$ cat src/tgss_pkg.sv
package tgss_pkg;

	localparam int unsigned POS_MAX = 15;

	localparam logic [15:0] X_STEPS_RST = 16'd6500;
	localparam logic [15:0] Y_STEPS_RST = 16'd4800;
	localparam logic [15:0] HALF_RST    = 16'd100;
	localparam logic [19:0] SHORT_RST   = 20'd50000;
	localparam logic [19:0] LONG_RST    = 20'd500000;

	localparam int unsigned CFG_W   = 20;
	localparam int unsigned CFG_IDX_W = 3;

	typedef enum logic [CFG_IDX_W-1:0] {
		REG_X_STEPS = 3'd0,
		REG_Y_STEPS = 3'd1,
		REG_HALF    = 3'd2,
		REG_SHORT   = 3'd3,
		REG_LONG    = 3'd4
	} reg_idx_t;

	typedef enum logic [3:0] {
		PH_X_SEEK  = 4'd0,
		PH_X_SHORT = 4'd1,
		PH_X_BACK  = 4'd2,
		PH_H_LONG  = 4'd3,
		PH_Y_SEEK  = 4'd4,
		PH_Y_SHORT = 4'd5,
		PH_Y_BACK  = 4'd6,
		PH_IDLE    = 4'd7,
		PH_MOVE_X  = 4'd8,
		PH_M_LONG  = 4'd9,
		PH_MOVE_Y  = 4'd10
	} phase_t;

	typedef struct packed {
		logic [15:0] x_steps_per_cell;
		logic [15:0] y_steps_per_cell;
		logic [15:0] pulse_half_ticks;
		logic [19:0] short_pause_ticks;
		logic [19:0] long_pause_ticks;
	} cfg_t;

	typedef struct packed {
		logic       op;
		logic [3:0] target_x;
		logic [3:0] target_y;
		logic       x_endstop_open;
		logic       y_endstop_open;
	} item_t;

	typedef struct packed {
		logic x_step;
		logic x_dir;
		logic y_step;
		logic y_dir;
		logic busy_res;
		logic homed;
		logic cmd_rejected;
	} res_t;

	function automatic logic [3:0] sat_pos(input logic [3:0] v);
		logic [7:0] lim;
		lim = 8'(POS_MAX);
		return ({4'd0, v} > lim) ? lim[3:0] : v;
	endfunction

endpackage

$ cat src/two_axis_grid_stepper_sequencer.sv
// Two-axis grid stepper sequencer. Each input item is either one time tick
// (op 0, carrying the two endstop levels) or a move command (op 1, carrying a
// target grid cell). After reset the block homes X then Y: seek the endstop
// with direction low, short pause, back off with direction high until the
// endstop releases, with a long pause between the axes. Once homed, a move
// steps X by x_steps_per_cell per cell of distance, waits the long pause, then
// steps Y. One result item comes out for every input item, showing the step
// and direction levels, busy, homed and whether a command was rejected.
// Items flow at one per clock unless out_ready stalls, through the input
// register, next-state logic and result register. The user must write
// configuration via cfg_we/cfg_idx/cfg_wdata while idle; nothing checks it.
module two_axis_grid_stepper_sequencer (
	input  logic                            clk,
	input  logic                            arst_n,
	// configuration write port
	input  logic                            cfg_we,
	input  logic [tgss_pkg::CFG_IDX_W-1:0]  cfg_idx,
	input  logic [tgss_pkg::CFG_W-1:0]      cfg_wdata,
	// input item channel
	input  logic                            in_valid,
	output logic                            in_ready,
	input  logic                            op,
	input  logic [3:0]                      target_x,
	input  logic [3:0]                      target_y,
	input  logic                            x_endstop_open,
	input  logic                            y_endstop_open,
	// result item channel
	output logic                            out_valid,
	input  logic                            out_ready,
	output logic                            x_step,
	output logic                            x_dir,
	output logic                            y_step,
	output logic                            y_dir,
	output logic                            busy_res,
	output logic                            homed,
	output logic                            cmd_rejected
);
	import tgss_pkg::*;

	cfg_t  cfg;
	item_t item_s1;
	logic  valid_s1;
	res_t  res_d;
	res_t  res_s2;
	logic  valid_s2;
	logic  fire;

	// stage 2 frees when empty or when its item is taken this cycle
	assign fire     = valid_s1 && (!valid_s2 || out_ready);
	// stage 1 takes a new item when empty or when it moves on
	assign in_ready = !valid_s1 || fire;

	tgss_cfg u_cfg (
		.clk       (clk),
		.arst_n    (arst_n),
		.cfg_we    (cfg_we),
		.cfg_idx   (cfg_idx),
		.cfg_wdata (cfg_wdata),
		.cfg       (cfg)
	);

	// input register
	always_ff @(posedge clk or negedge arst_n) begin
		if (!arst_n) begin
			valid_s1 <= 1'b0;
		end else if (in_ready) begin
			valid_s1 <= in_valid;
		end
	end

	always_ff @(posedge clk) begin
		if (in_valid && in_ready) begin
			item_s1.op             <= op;
			item_s1.target_x       <= target_x;
			item_s1.target_y       <= target_y;
			item_s1.x_endstop_open <= x_endstop_open;
			item_s1.y_endstop_open <= y_endstop_open;
		end
	end

	// sequencer state and single-pass next-state logic
	tgss_seq u_seq (
		.clk    (clk),
		.arst_n (arst_n),
		.fire   (fire),
		.item   (item_s1),
		.cfg    (cfg),
		.res    (res_d)
	);

	// result register
	always_ff @(posedge clk or negedge arst_n) begin
		if (!arst_n) begin
			valid_s2 <= 1'b0;
		end else if (!valid_s2 || out_ready) begin
			valid_s2 <= valid_s1;
		end
	end

	always_ff @(posedge clk) begin
		if (fire) begin
			res_s2 <= res_d;
		end
	end

	assign out_valid    = valid_s2;
	assign x_step       = res_s2.x_step;
	assign x_dir        = res_s2.x_dir;
	assign y_step       = res_s2.y_step;
	assign y_dir        = res_s2.y_dir;
	assign busy_res     = res_s2.busy_res;
	assign homed        = res_s2.homed;
	assign cmd_rejected = res_s2.cmd_rejected;

endmodule

$ cat src/tgss_cfg.sv
module tgss_cfg (
	input  logic                            clk,
	input  logic                            arst_n,
	input  logic                            cfg_we,
	input  logic [tgss_pkg::CFG_IDX_W-1:0]  cfg_idx,
	input  logic [tgss_pkg::CFG_W-1:0]      cfg_wdata,
	output tgss_pkg::cfg_t                  cfg
);
	import tgss_pkg::*;

	cfg_t cfg_q;

	always_ff @(posedge clk or negedge arst_n) begin
		if (!arst_n) begin
			cfg_q.x_steps_per_cell  <= X_STEPS_RST;
			cfg_q.y_steps_per_cell  <= Y_STEPS_RST;
			cfg_q.pulse_half_ticks  <= HALF_RST;
			cfg_q.short_pause_ticks <= SHORT_RST;
			cfg_q.long_pause_ticks  <= LONG_RST;
		end else if (cfg_we) begin
			case (reg_idx_t'(cfg_idx))
				REG_X_STEPS: cfg_q.x_steps_per_cell  <= cfg_wdata[15:0];
				REG_Y_STEPS: cfg_q.y_steps_per_cell  <= cfg_wdata[15:0];
				REG_HALF:    cfg_q.pulse_half_ticks  <= cfg_wdata[15:0];
				REG_SHORT:   cfg_q.short_pause_ticks <= cfg_wdata;
				REG_LONG:    cfg_q.long_pause_ticks  <= cfg_wdata;
				default: ;
			endcase
		end
	end

	assign cfg = cfg_q;

endmodule

$ cat src/tgss_seq.sv
module tgss_seq (
	input  logic           clk,
	input  logic           arst_n,
	input  logic           fire,
	input  tgss_pkg::item_t item,
	input  tgss_pkg::cfg_t  cfg,
	output tgss_pkg::res_t  res
);
	import tgss_pkg::*;

	phase_t      phase_q, phase_d;
	logic [3:0]  x_pos_q, x_pos_d, y_pos_q, y_pos_d;
	logic [3:0]  x_goal_q, x_goal_d, y_goal_q, y_goal_d;
	logic [3:0]  cells_q, cells_d;
	logic [15:0] steps_q, steps_d;
	logic [15:0] half_q, half_d;
	logic [19:0] pause_q, pause_d;
	logic        pulse_q, pulse_d;
	logic        x_dir_q, x_dir_d, y_dir_q, y_dir_d;
	logic        homed_q, homed_d;
	logic        rej_d;

	logic [15:0] reload;
	logic        mv_axis_y;
	logic [15:0] per_cell;
	logic [3:0]  cl_m;
	logic [15:0] sl_m;
	logic [3:0]  tx, ty;

	// zero half period behaves as one tick
	assign reload  = (cfg.pulse_half_ticks == 16'd0) ? 16'd0 : cfg.pulse_half_ticks - 16'd1;

	// cell refill for the active move axis
	assign mv_axis_y = (phase_q == PH_MOVE_Y);
	assign per_cell  = mv_axis_y ? cfg.y_steps_per_cell : cfg.x_steps_per_cell;
	assign cl_m = (steps_q == 16'd0 && cells_q != 4'd0) ? cells_q - 4'd1 : cells_q;
	assign sl_m = (steps_q == 16'd0 && cells_q != 4'd0) ? per_cell : steps_q;

	assign tx = sat_pos(item.target_x);
	assign ty = sat_pos(item.target_y);

	// next state
	always_comb begin
		phase_d  = phase_q;
		x_pos_d  = x_pos_q;
		y_pos_d  = y_pos_q;
		x_goal_d = x_goal_q;
		y_goal_d = y_goal_q;
		cells_d  = cells_q;
		steps_d  = steps_q;
		half_d   = half_q;
		pause_d  = pause_q;
		pulse_d  = pulse_q;
		x_dir_d  = x_dir_q;
		y_dir_d  = y_dir_q;
		homed_d  = homed_q;
		rej_d    = 1'b0;

		if (item.op) begin
			if (phase_q == PH_IDLE && homed_q) begin
				x_goal_d = tx;
				y_goal_d = ty;
				steps_d  = 16'd0;
				if (tx > x_pos_q) begin
					x_dir_d = 1'b1;
					cells_d = tx - x_pos_q;
				end else if (tx < x_pos_q) begin
					x_dir_d = 1'b0;
					cells_d = x_pos_q - tx;
				end else begin
					cells_d = 4'd0;
				end
				phase_d = PH_MOVE_X;
			end else begin
				rej_d = 1'b1;
			end
		end else begin
			case (phase_q)
				PH_X_SEEK, PH_X_BACK, PH_Y_SEEK, PH_Y_BACK, PH_MOVE_X, PH_MOVE_Y: begin
					if (half_q != 16'd0) begin
						half_d = half_q - 16'd1;
					end else if (pulse_q) begin
						pulse_d = 1'b0;
						half_d  = reload;
					end else begin
						case (phase_q)
							PH_X_SEEK: begin
								if (item.x_endstop_open) begin
									pulse_d = 1'b1;
									half_d  = reload;
								end else begin
									pause_d = cfg.short_pause_ticks;
									phase_d = PH_X_SHORT;
								end
							end
							PH_X_BACK: begin
								if (!item.x_endstop_open) begin
									pulse_d = 1'b1;
									half_d  = reload;
								end else begin
									pause_d = cfg.long_pause_ticks;
									phase_d = PH_H_LONG;
								end
							end
							PH_Y_SEEK: begin
								if (item.y_endstop_open) begin
									pulse_d = 1'b1;
									half_d  = reload;
								end else begin
									pause_d = cfg.short_pause_ticks;
									phase_d = PH_Y_SHORT;
								end
							end
							PH_Y_BACK: begin
								if (!item.y_endstop_open) begin
									pulse_d = 1'b1;
									half_d  = reload;
								end else begin
									homed_d = 1'b1;
									phase_d = PH_IDLE;
								end
							end
							default: begin
								// move axis: refill from the next cell, then step or finish
								cells_d = cl_m;
								if (sl_m != 16'd0) begin
									steps_d = sl_m - 16'd1;
									pulse_d = 1'b1;
									half_d  = reload;
								end else begin
									steps_d = sl_m;
									if (mv_axis_y) begin
										x_pos_d = x_goal_q;
										y_pos_d = y_goal_q;
										phase_d = PH_IDLE;
									end else begin
										pause_d = cfg.long_pause_ticks;
										phase_d = PH_M_LONG;
									end
								end
							end
						endcase
					end
				end
				PH_X_SHORT, PH_Y_SHORT, PH_H_LONG, PH_M_LONG: begin
					if (pause_q != 20'd0) begin
						pause_d = pause_q - 20'd1;
					end else begin
						case (phase_q)
							PH_X_SHORT: begin
								x_dir_d = 1'b1;
								phase_d = PH_X_BACK;
							end
							PH_Y_SHORT: begin
								y_dir_d = 1'b1;
								phase_d = PH_Y_BACK;
							end
							PH_H_LONG: phase_d = PH_Y_SEEK;
							default: begin
								steps_d = 16'd0;
								if (y_goal_q > y_pos_q) begin
									y_dir_d = 1'b1;
									cells_d = y_goal_q - y_pos_q;
								end else if (y_goal_q < y_pos_q) begin
									y_dir_d = 1'b0;
									cells_d = y_pos_q - y_goal_q;
								end else begin
									cells_d = 4'd0;
								end
								phase_d = PH_MOVE_Y;
							end
						endcase
					end
				end
				default: ;
			endcase
		end
	end

	// outputs from the updated state
	always_comb begin
		res.x_step       = (phase_d inside {PH_X_SEEK, PH_X_BACK, PH_MOVE_X}) ? pulse_d : 1'b0;
		res.y_step       = (phase_d inside {PH_Y_SEEK, PH_Y_BACK, PH_MOVE_Y}) ? pulse_d : 1'b0;
		res.x_dir        = x_dir_d;
		res.y_dir        = y_dir_d;
		res.busy_res     = (phase_d != PH_IDLE);
		res.homed        = homed_d;
		res.cmd_rejected = rej_d;
	end

	always_ff @(posedge clk or negedge arst_n) begin
		if (!arst_n) begin
			phase_q  <= PH_X_SEEK;
			x_pos_q  <= '0;
			y_pos_q  <= '0;
			x_goal_q <= '0;
			y_goal_q <= '0;
			cells_q  <= '0;
			steps_q  <= '0;
			half_q   <= '0;
			pause_q  <= '0;
			pulse_q  <= 1'b0;
			x_dir_q  <= 1'b0;
			y_dir_q  <= 1'b0;
			homed_q  <= 1'b0;
		end else if (fire) begin
			phase_q  <= phase_d;
			x_pos_q  <= x_pos_d;
			y_pos_q  <= y_pos_d;
			x_goal_q <= x_goal_d;
			y_goal_q <= y_goal_d;
			cells_q  <= cells_d;
			steps_q  <= steps_d;
			half_q   <= half_d;
			pause_q  <= pause_d;
			pulse_q  <= pulse_d;
			x_dir_q  <= x_dir_d;
			y_dir_q  <= y_dir_d;
			homed_q  <= homed_d;
		end
	end

endmodule

$ cat config.mk
export PLATFORM = sky130hd
export DESIGN_NAME = two_axis_grid_stepper_sequencer
export DESIGN_NICKNAME = d
export VERILOG_FILES = /design/src/tgss_pkg.sv /design/src/two_axis_grid_stepper_sequencer.sv /design/src/tgss_cfg.sv /design/src/tgss_seq.sv
export SDC_FILE = /design/constraint.sdc
export NUM_CORES = 1
export LEC_CHECK = 0
export BUFFER_PORTS_ARGS = -buffer_cell sky130_fd_sc_hd__clkbuf_2
export CORE_UTILIZATION = 25
export DETAILED_ROUTE_END_ITERATION = 8
export GPL_TIMING_DRIVEN = 0
export PLACE_DENSITY = 0.36
export SLEW_MARGIN = 40
export SYNTH_ARGS = -nofsm -noshare
export SYNTH_HDL_FRONTEND = slang
export SYNTH_SLANG_ARGS = --single-unit
export TNS_END_PERCENT = 100
$ cat constraint.sdc
create_clock -name clk -period 4.11 [get_ports clk]
set_input_delay 0.6165 -clock clk [delete_from_list [all_inputs] [get_ports clk]]
set_output_delay 0.6165 -clock clk [all_outputs]
set_load 0.01 [all_outputs]
=== Yosys cells after proc, flatten, opt, wreduce, memory -nomap -nowiden ===
Index checks and enable logic that the tools add are counted.

* Register bits after elaboration: 188
* Bits of input ports: 39
* Output and inout bits: 9
* Logic and storage cells: 215

* Add/subtract/negate cells: 9
* $lt $le $gt $ge: 4
* Equal/unequal tests: 40
* Muxes and demuxes: 87
* Bitwise gates (word level): 5
* Reductions and logical operators: 38

{| class="wikitable"
|+ Operators by type and width
! cell !! count
|-
| $mux W16 || 18
|-
| $mux W20 || 8
|-
| $mux W4 || 23
|-
| $pmux W20 S4 || 1
|-
| $pmux W16 S4 || 1
|-
| $sub A16 B1 Y16 const B || 3
|-
| $pmux W20 S2 || 1
|-
| $logic_not A16 Y1 || 2
|-
| $pmux W16 S2 || 1
|-
| $reduce_bool A16 Y1 || 2
|-
| $mux W1 || 28
|-
| $eq A4 B3 Y1 const B || 6
|-
| $ne A3 B3 Y1 const B || 8
|-
| $reduce_and A8 Y1 || 3
|-
| $eq A4 B4 Y1 const B || 5
|-
| $reduce_bool A20 Y1 || 1
|-
| $sub A20 B1 Y20 const B || 1
|-
| $ne A4 B2 Y1 const B || 4
|-
| $pmux W4 S2 || 2
|-
| $pmux W4 S4 || 1
|-
| $sub A4 B4 Y4 || 4
|-
| $eq A4 B2 Y1 const B || 3
|-
| $pmux W4 S3 || 1
|-
| $reduce_and A12 Y1 || 1
|-
| other kinds (31) || 55
|}

=== Longest topological paths before layout ===
* Depth in word-level cells: 12
* Gate-level depth with buffers: 16

=== By module ===
A second synthesis with hierarchy kept.

* Cell total of the unflattened synthesis: 1070
* Area, all modules: 10730.3 um2

{| class="wikitable"
|+ Modules (own cells, without submodules)
! module !! times used !! cells an instance !! area each (um2) !! sequential area each (um2)
|-
| tgss_seq || 1 || 854 || 6713.9 || 2001.9
|-
| tgss_cfg || 1 || 190 || 3372.0 || 2234.6
|-
| two_axis_grid_stepper_sequencer || 1 || 26 || 644.4 || 590.6
|}

=== Least setup slack after synthesis ===
OpenSTA, ideal clock, no wires.

* Path kind: register -> register
* Start: register u_seq.phase_q[0]
* End: register u_seq.half_q[13]
* Arrival time: 3.346 ns
* Path slack: 0.643 ns
* Cell stages (with the launch flop): 17
* Path buffers: 4
* Clock period less this slack: 3.467 ns
* Path through: dfrtp_1 -> and4bb_1 -> buf_2 -> buf_1 -> clkbuf_1 -> nand2_1 -> nand2_1 -> a21oi_1 -> ha_1 -> nor4b_1 -> nand4_1 -> mux2_2 -> a31oi_2 -> a211oi_2 -> buf_4 -> o21ai_1 -> a22o_1

* Word-level cells in the longest chain between the ends: 6

{| class="wikitable"
|+ Ends and longest elaborated chain
! element !! line !! source
|-
| start, declared || tgss_seq.sv:11 || <nowiki>phase_t phase_q, phase_d;</nowiki>
|-
| start signal, assigned || tgss_seq.sv:207 || <nowiki>phase_q <= phase_d;</nowiki>
|-
| $eq A4 B4 Y1 || tgss_seq.sv:34, tgss_seq.sv:78 ||
|-
| $mux W16 || tgss_seq.sv:35 || <nowiki>assign per_cell = mv_axis_y ? cfg.y_steps_per_cell : cfg.x_steps_per_cell;</nowiki>
|-
| $mux W16 || tgss_seq.sv:37 || <nowiki>assign sl_m = (steps_q == 16'd0 && cells_q != 4'd0) ? per_cell : steps_q;</nowiki>
|-
| $reduce_bool A16 Y1 || tgss_seq.sv:126 || <nowiki>if (sl_m != 16'd0) begin</nowiki>
|-
| $reduce_bool A7 Y1 (no source line) || -- ||
|-
| $reduce_and A8 Y1 (no source line) || -- ||
|-
| end signal, assigned || tgss_seq.sv:214 || <nowiki>half_q <= half_d;</nowiki>
|-
| end, declared || tgss_seq.sv:16 || <nowiki>logic [15:0] half_q, half_d;</nowiki>
|}

Parallel ways exist; a longest one is shown, timed or not.
A chain may end at the register's enable or synchronous reset.

=== Worst setup path after layout ===
* Start: register u_seq.phase_q[0]
* End: register u_seq.half_q[14]

Same word-level chain as after synthesis.

==> impl_metrics.json <==
{
  "status": "finished clean",
  "grt_pass1_vias": 8577,
  "ys_seq_area_frac": 0.448,
  "synth_common_cells": "dfrtp_1 (144), nand2_1 (127), mux2_2 (94), nor2_1 (73), o21ai_0 (67)",
  "reg2reg_from": "u_seq.phase_q[0]$_DFFE_PN0P_",
  "cts_max_level": 4,
  "start_util": 0.255,
  "antenna_found_initial": 0,
  "synthTopCellsByArea": "dfrtp_1 (33%), mux2_2 (9.8%), dfstp_2 (6.3%), edfxtp_1 (5.0%), nand2_1 (4.4%)",
  "maxSlewViolCount": 0,
  "core-area_mm2": 0.0422,
  "grt.total_usage": 0.162,
  "clkTransAtPathRegs_ns": 0.08,
  "portBuffers": 47,
  "p_leak_nw": 5.08,
  "ys_warn_count": 0,
  "synth_cells": 1073,
  "grt_max_degree": 55,
  "start_kind": "flip-flop",
  "synth_adder_area_share": 0.0295,
  "numCtsBuffers": 17,
  "dr_total_vias": 8543,
  "die_h_um": 210,
  "synth_nets": 1135,
  "synth_area_per_cell_um2": 10.0,
  "rr_endpoint": "u_seq.half_q[14]$_DFFE_PN0P_",
  "instances_no_fill": 1700,
  "cp_max_fo": 10,
  "wl_per_cell_um": 19.9,
  "r2r_slack_ns": 0.28,
  "io_pins": 48,
  "sequentialPowerShare": 0.380,
  "power.density_mw_per_mm2": 580,
  "synthesis.area_mm2": 0.0108,
  "period_share": 0.931,
  "synth_flop_cell": "dfrtp_1",
  "cts_tree": "built",
  "relSlewSlack": 0.499,
  "synth_compound_area_frac": 0.167,
  "clkPwrFrac": 0.238,
  "synth_edf_count": 18,
  "cp-end-kind": "flip-flop",
  "finalCriticalPeriod_ns": 3.83,
  "cts_hold_buf": 0,
  "power.share.combinational": 0.382,
  "ys_seq_elements": 188,
  "synth-simple-area-share": 0.187,
  "synth-xor-area-share": 0.0171,
  "root_buffer": "clkbuf_16",
  "synth_area_leader_cell": "dfrtp_1",
  "min_path_type": "input port to asynchronous set/reset pin",
  "reg2reg_depth": 15,
  "final.setup_skew_ns": 0.0166,
  "num_rows": 75,
  "setup_viol": 0,
  "wl_mm": 33.8,
  "drtIter0Drc": 476,
  "gr-total-overflow": 0,
  "first_pass_iters": 7,
  "power_switching_mw": 2.90,
  "cts_max_path_buffers": 2,
  "synth.most_common_cell": "dfrtp_1",
  "worstMarginPinSlew_ns": 0.750,
  "maxCapViolCount": 0,
  "postRouteAntennaNets": 0,
  "area_delta_synth_final_pct": 16.0,
  "fmax_mhz": 261,
  "required_ns": 4.49,
  "criticalPathCategory": "flip-flop to flip-flop",
  "gp_congestion": 0.770,
  "drt-vias-per-instance": 5.03,
  "synth_cell_types": 94,
  "synth_top_area_share": 0.335,
  "clkLatencyLatePin_ns": 0.50,
  "internal-power_mw": 4.34,
  "dp_hpwl_mm": 25.2,
  "die_x_um": 210,
  "drc": 0,
  "synth_top_family_by_area": "simple AND/OR/NAND/NOR gates",
  "switching_share": 0.400,
  "placed_cells": 1662,
  "numClockSinks": 188,
  "rsz0062_at_grt": "false",
  "irDropWorstVdd_mv": 0.244,
  "num-nets-final": 1209,
  "cp.arrival_ns": 4.21,
  "setup_total_negative_slack_ns": 0,
  "synth.mux.area_fraction": 0.117,
  "hold_viol": 0,
  "dieArea_mm2": 0.0439,
  "grt_pass1_wl_mm": 53.1,
  "synth-async-reset-ratio": 0.904,
  "drive_gt1_frac": 0.240
}
==> worst max path at each step <==
stage / start / endpoint / slack, ns
6_report: u_seq.phase_q[0]$_DFFE_PN0P_ / u_seq.half_q[14]$_DFFE_PN0P_ / 0.28
3_5_place_dp: u_seq.phase_q[0]$_DFFE_PN0P_ / u_seq.half_q[4]$_DFFE_PN0P_ / -0.62
4_1_cts: u_seq.phase_q[0]$_DFFE_PN0P_ / u_seq.half_q[14]$_DFFE_PN0P_ / 0.02
5_1_grt: u_seq.phase_q[0]$_DFFE_PN0P_ / u_seq.half_q[12]$_DFFE_PN0P_ / 0.05
2_1_floorplan: u_seq.phase_q[0]$_DFFE_PN0P_ / u_seq.half_q[13]$_DFFE_PN0P_ / 0.64
3_3_place_gp: arst_n / u_seq.x_goal_q[3]$_DFFE_PN0P_ / -1.33
==> power by group through the flow <==
| stage | clock (mW) | sequential, mW | combinational, mW |
|---|---|---|---|
| floorplan | 0 | 2.64 | 1.95 |
| global placement | 0 | 2.78 | 2.63 |
| detailed placement | 0 | 2.78 | 2.66 |
| CTS | 1.80 | 2.75 | 2.73 |
| finish | 1.73 | 2.75 | 2.77 |
| global route | 1.87 | 2.82 | 3.06 |
==> worst max-delay path, cell delays in order (launching register included) <==
cell and delay, ns:
dfrtp_1 0.48, nand4bb_4 0.33, buf_2 0.25, clkbuf_2 0.24, nand2_1 0.11, nand2_1 0.08
a21oi_1 0.21, ha_2 0.27, nor4b_2 0.23, nand4_1 0.12, buf_4 0.19, mux2_2 0.27
a31oi_2 0.28, a211oi_4 0.16, buf_2 0.24, a22o_1 0.23
==> cells by family (layout without fill, tap and decap cells) <==
family	after synthesis	count (layout)
simple gates	384	384
flops	188	188
fa+ha+maj	23	23
buf+inv	89	176
mux	114	114
xor+xnor	21	21
compound gates	254	254
other cells	0	1
==> metal layers <==
metal	routed length (um)	GRT usage
met1	16600	0.223
met2	15700	0.255
met3	1070	0.0316
met4	509	0.0534
met5	0	0
==> metrics by stage <==
step | utilization | setup WS (ns) | hold WS, ns | instance area, um2 | power [mW]
final | 0.296 | 0.282 | 0.0187 | 12500 | 7.24
after global routing | 0.296 | 0.0498 | 0.0176 | 12500 | 7.75
after CTS | 0.295 | 0.0242 | 0.00387 | 12400 | 7.28
after detailed placement | 0.279 | -0.616 | 0.460 | 11800 | 5.44
after global placement | 0.277 | -1.33 | 0.455 | 11700 | 5.41
after floorplan | - | 0.643 | 0.321 | 10800 | 4.59
==> sequential cells by signal, indices dropped and copies added, names as in the netlist, 4 cells and up <==
signal and cells:
u_seq.y_pos_q 4, u_seq.steps_q 16, u_seq.phase_q 4, item_s1 11, u_seq.y_goal_q 4, u_seq.x_goal_q 4, u_seq.x_pos_q 4, u_seq.cells_q 4
u_seq.pause_q 20, u_cfg.cfg 88, u_seq.half_q 16
==> final cells by class <==
class                   instances  area, um2
diodes                          1       2.50
plain buffers                  51        233
clock buffers                  18        450
clock inverters                14        145
fillers                      4516      29700
inverters                      36        135
multi-input cells             796       5650
flip-flops and latches        188       4830
well taps                     539        674
repair buffers                 57        372
==> repair_timing <==
action,in CTS,in global routing
setup endpoints to repair,60,59
pin swaps,2,1
gates resized for setup,5,8
setup buffers,6,1
gates cloned,0,0
==> cells in the final DEF (no fill, tap or decap), types with 9 or more instances in the layout <==
master and count:
a21oi_1 39, a22o_1 20, a31oi_1 9, buf_2 11, buf_4 12, clkbuf_1 32, clkbuf_16 18, clkbuf_2 47
dfrtp_1 144, dfstp_2 26, edfxtp_1 18, ha_1 18, inv_1 35, mux2_2 94, mux2i_1 20, nand2_1 127
nand2b_1 16, nand3_1 14, nor2_1 72, nor2b_1 10, nor3_1 45, nor4_1 13, o21ai_0 67, o22ai_1 11
or3_1 12, xnor2_1 14
Note: power is estimated with default switching activity, not from simulation.
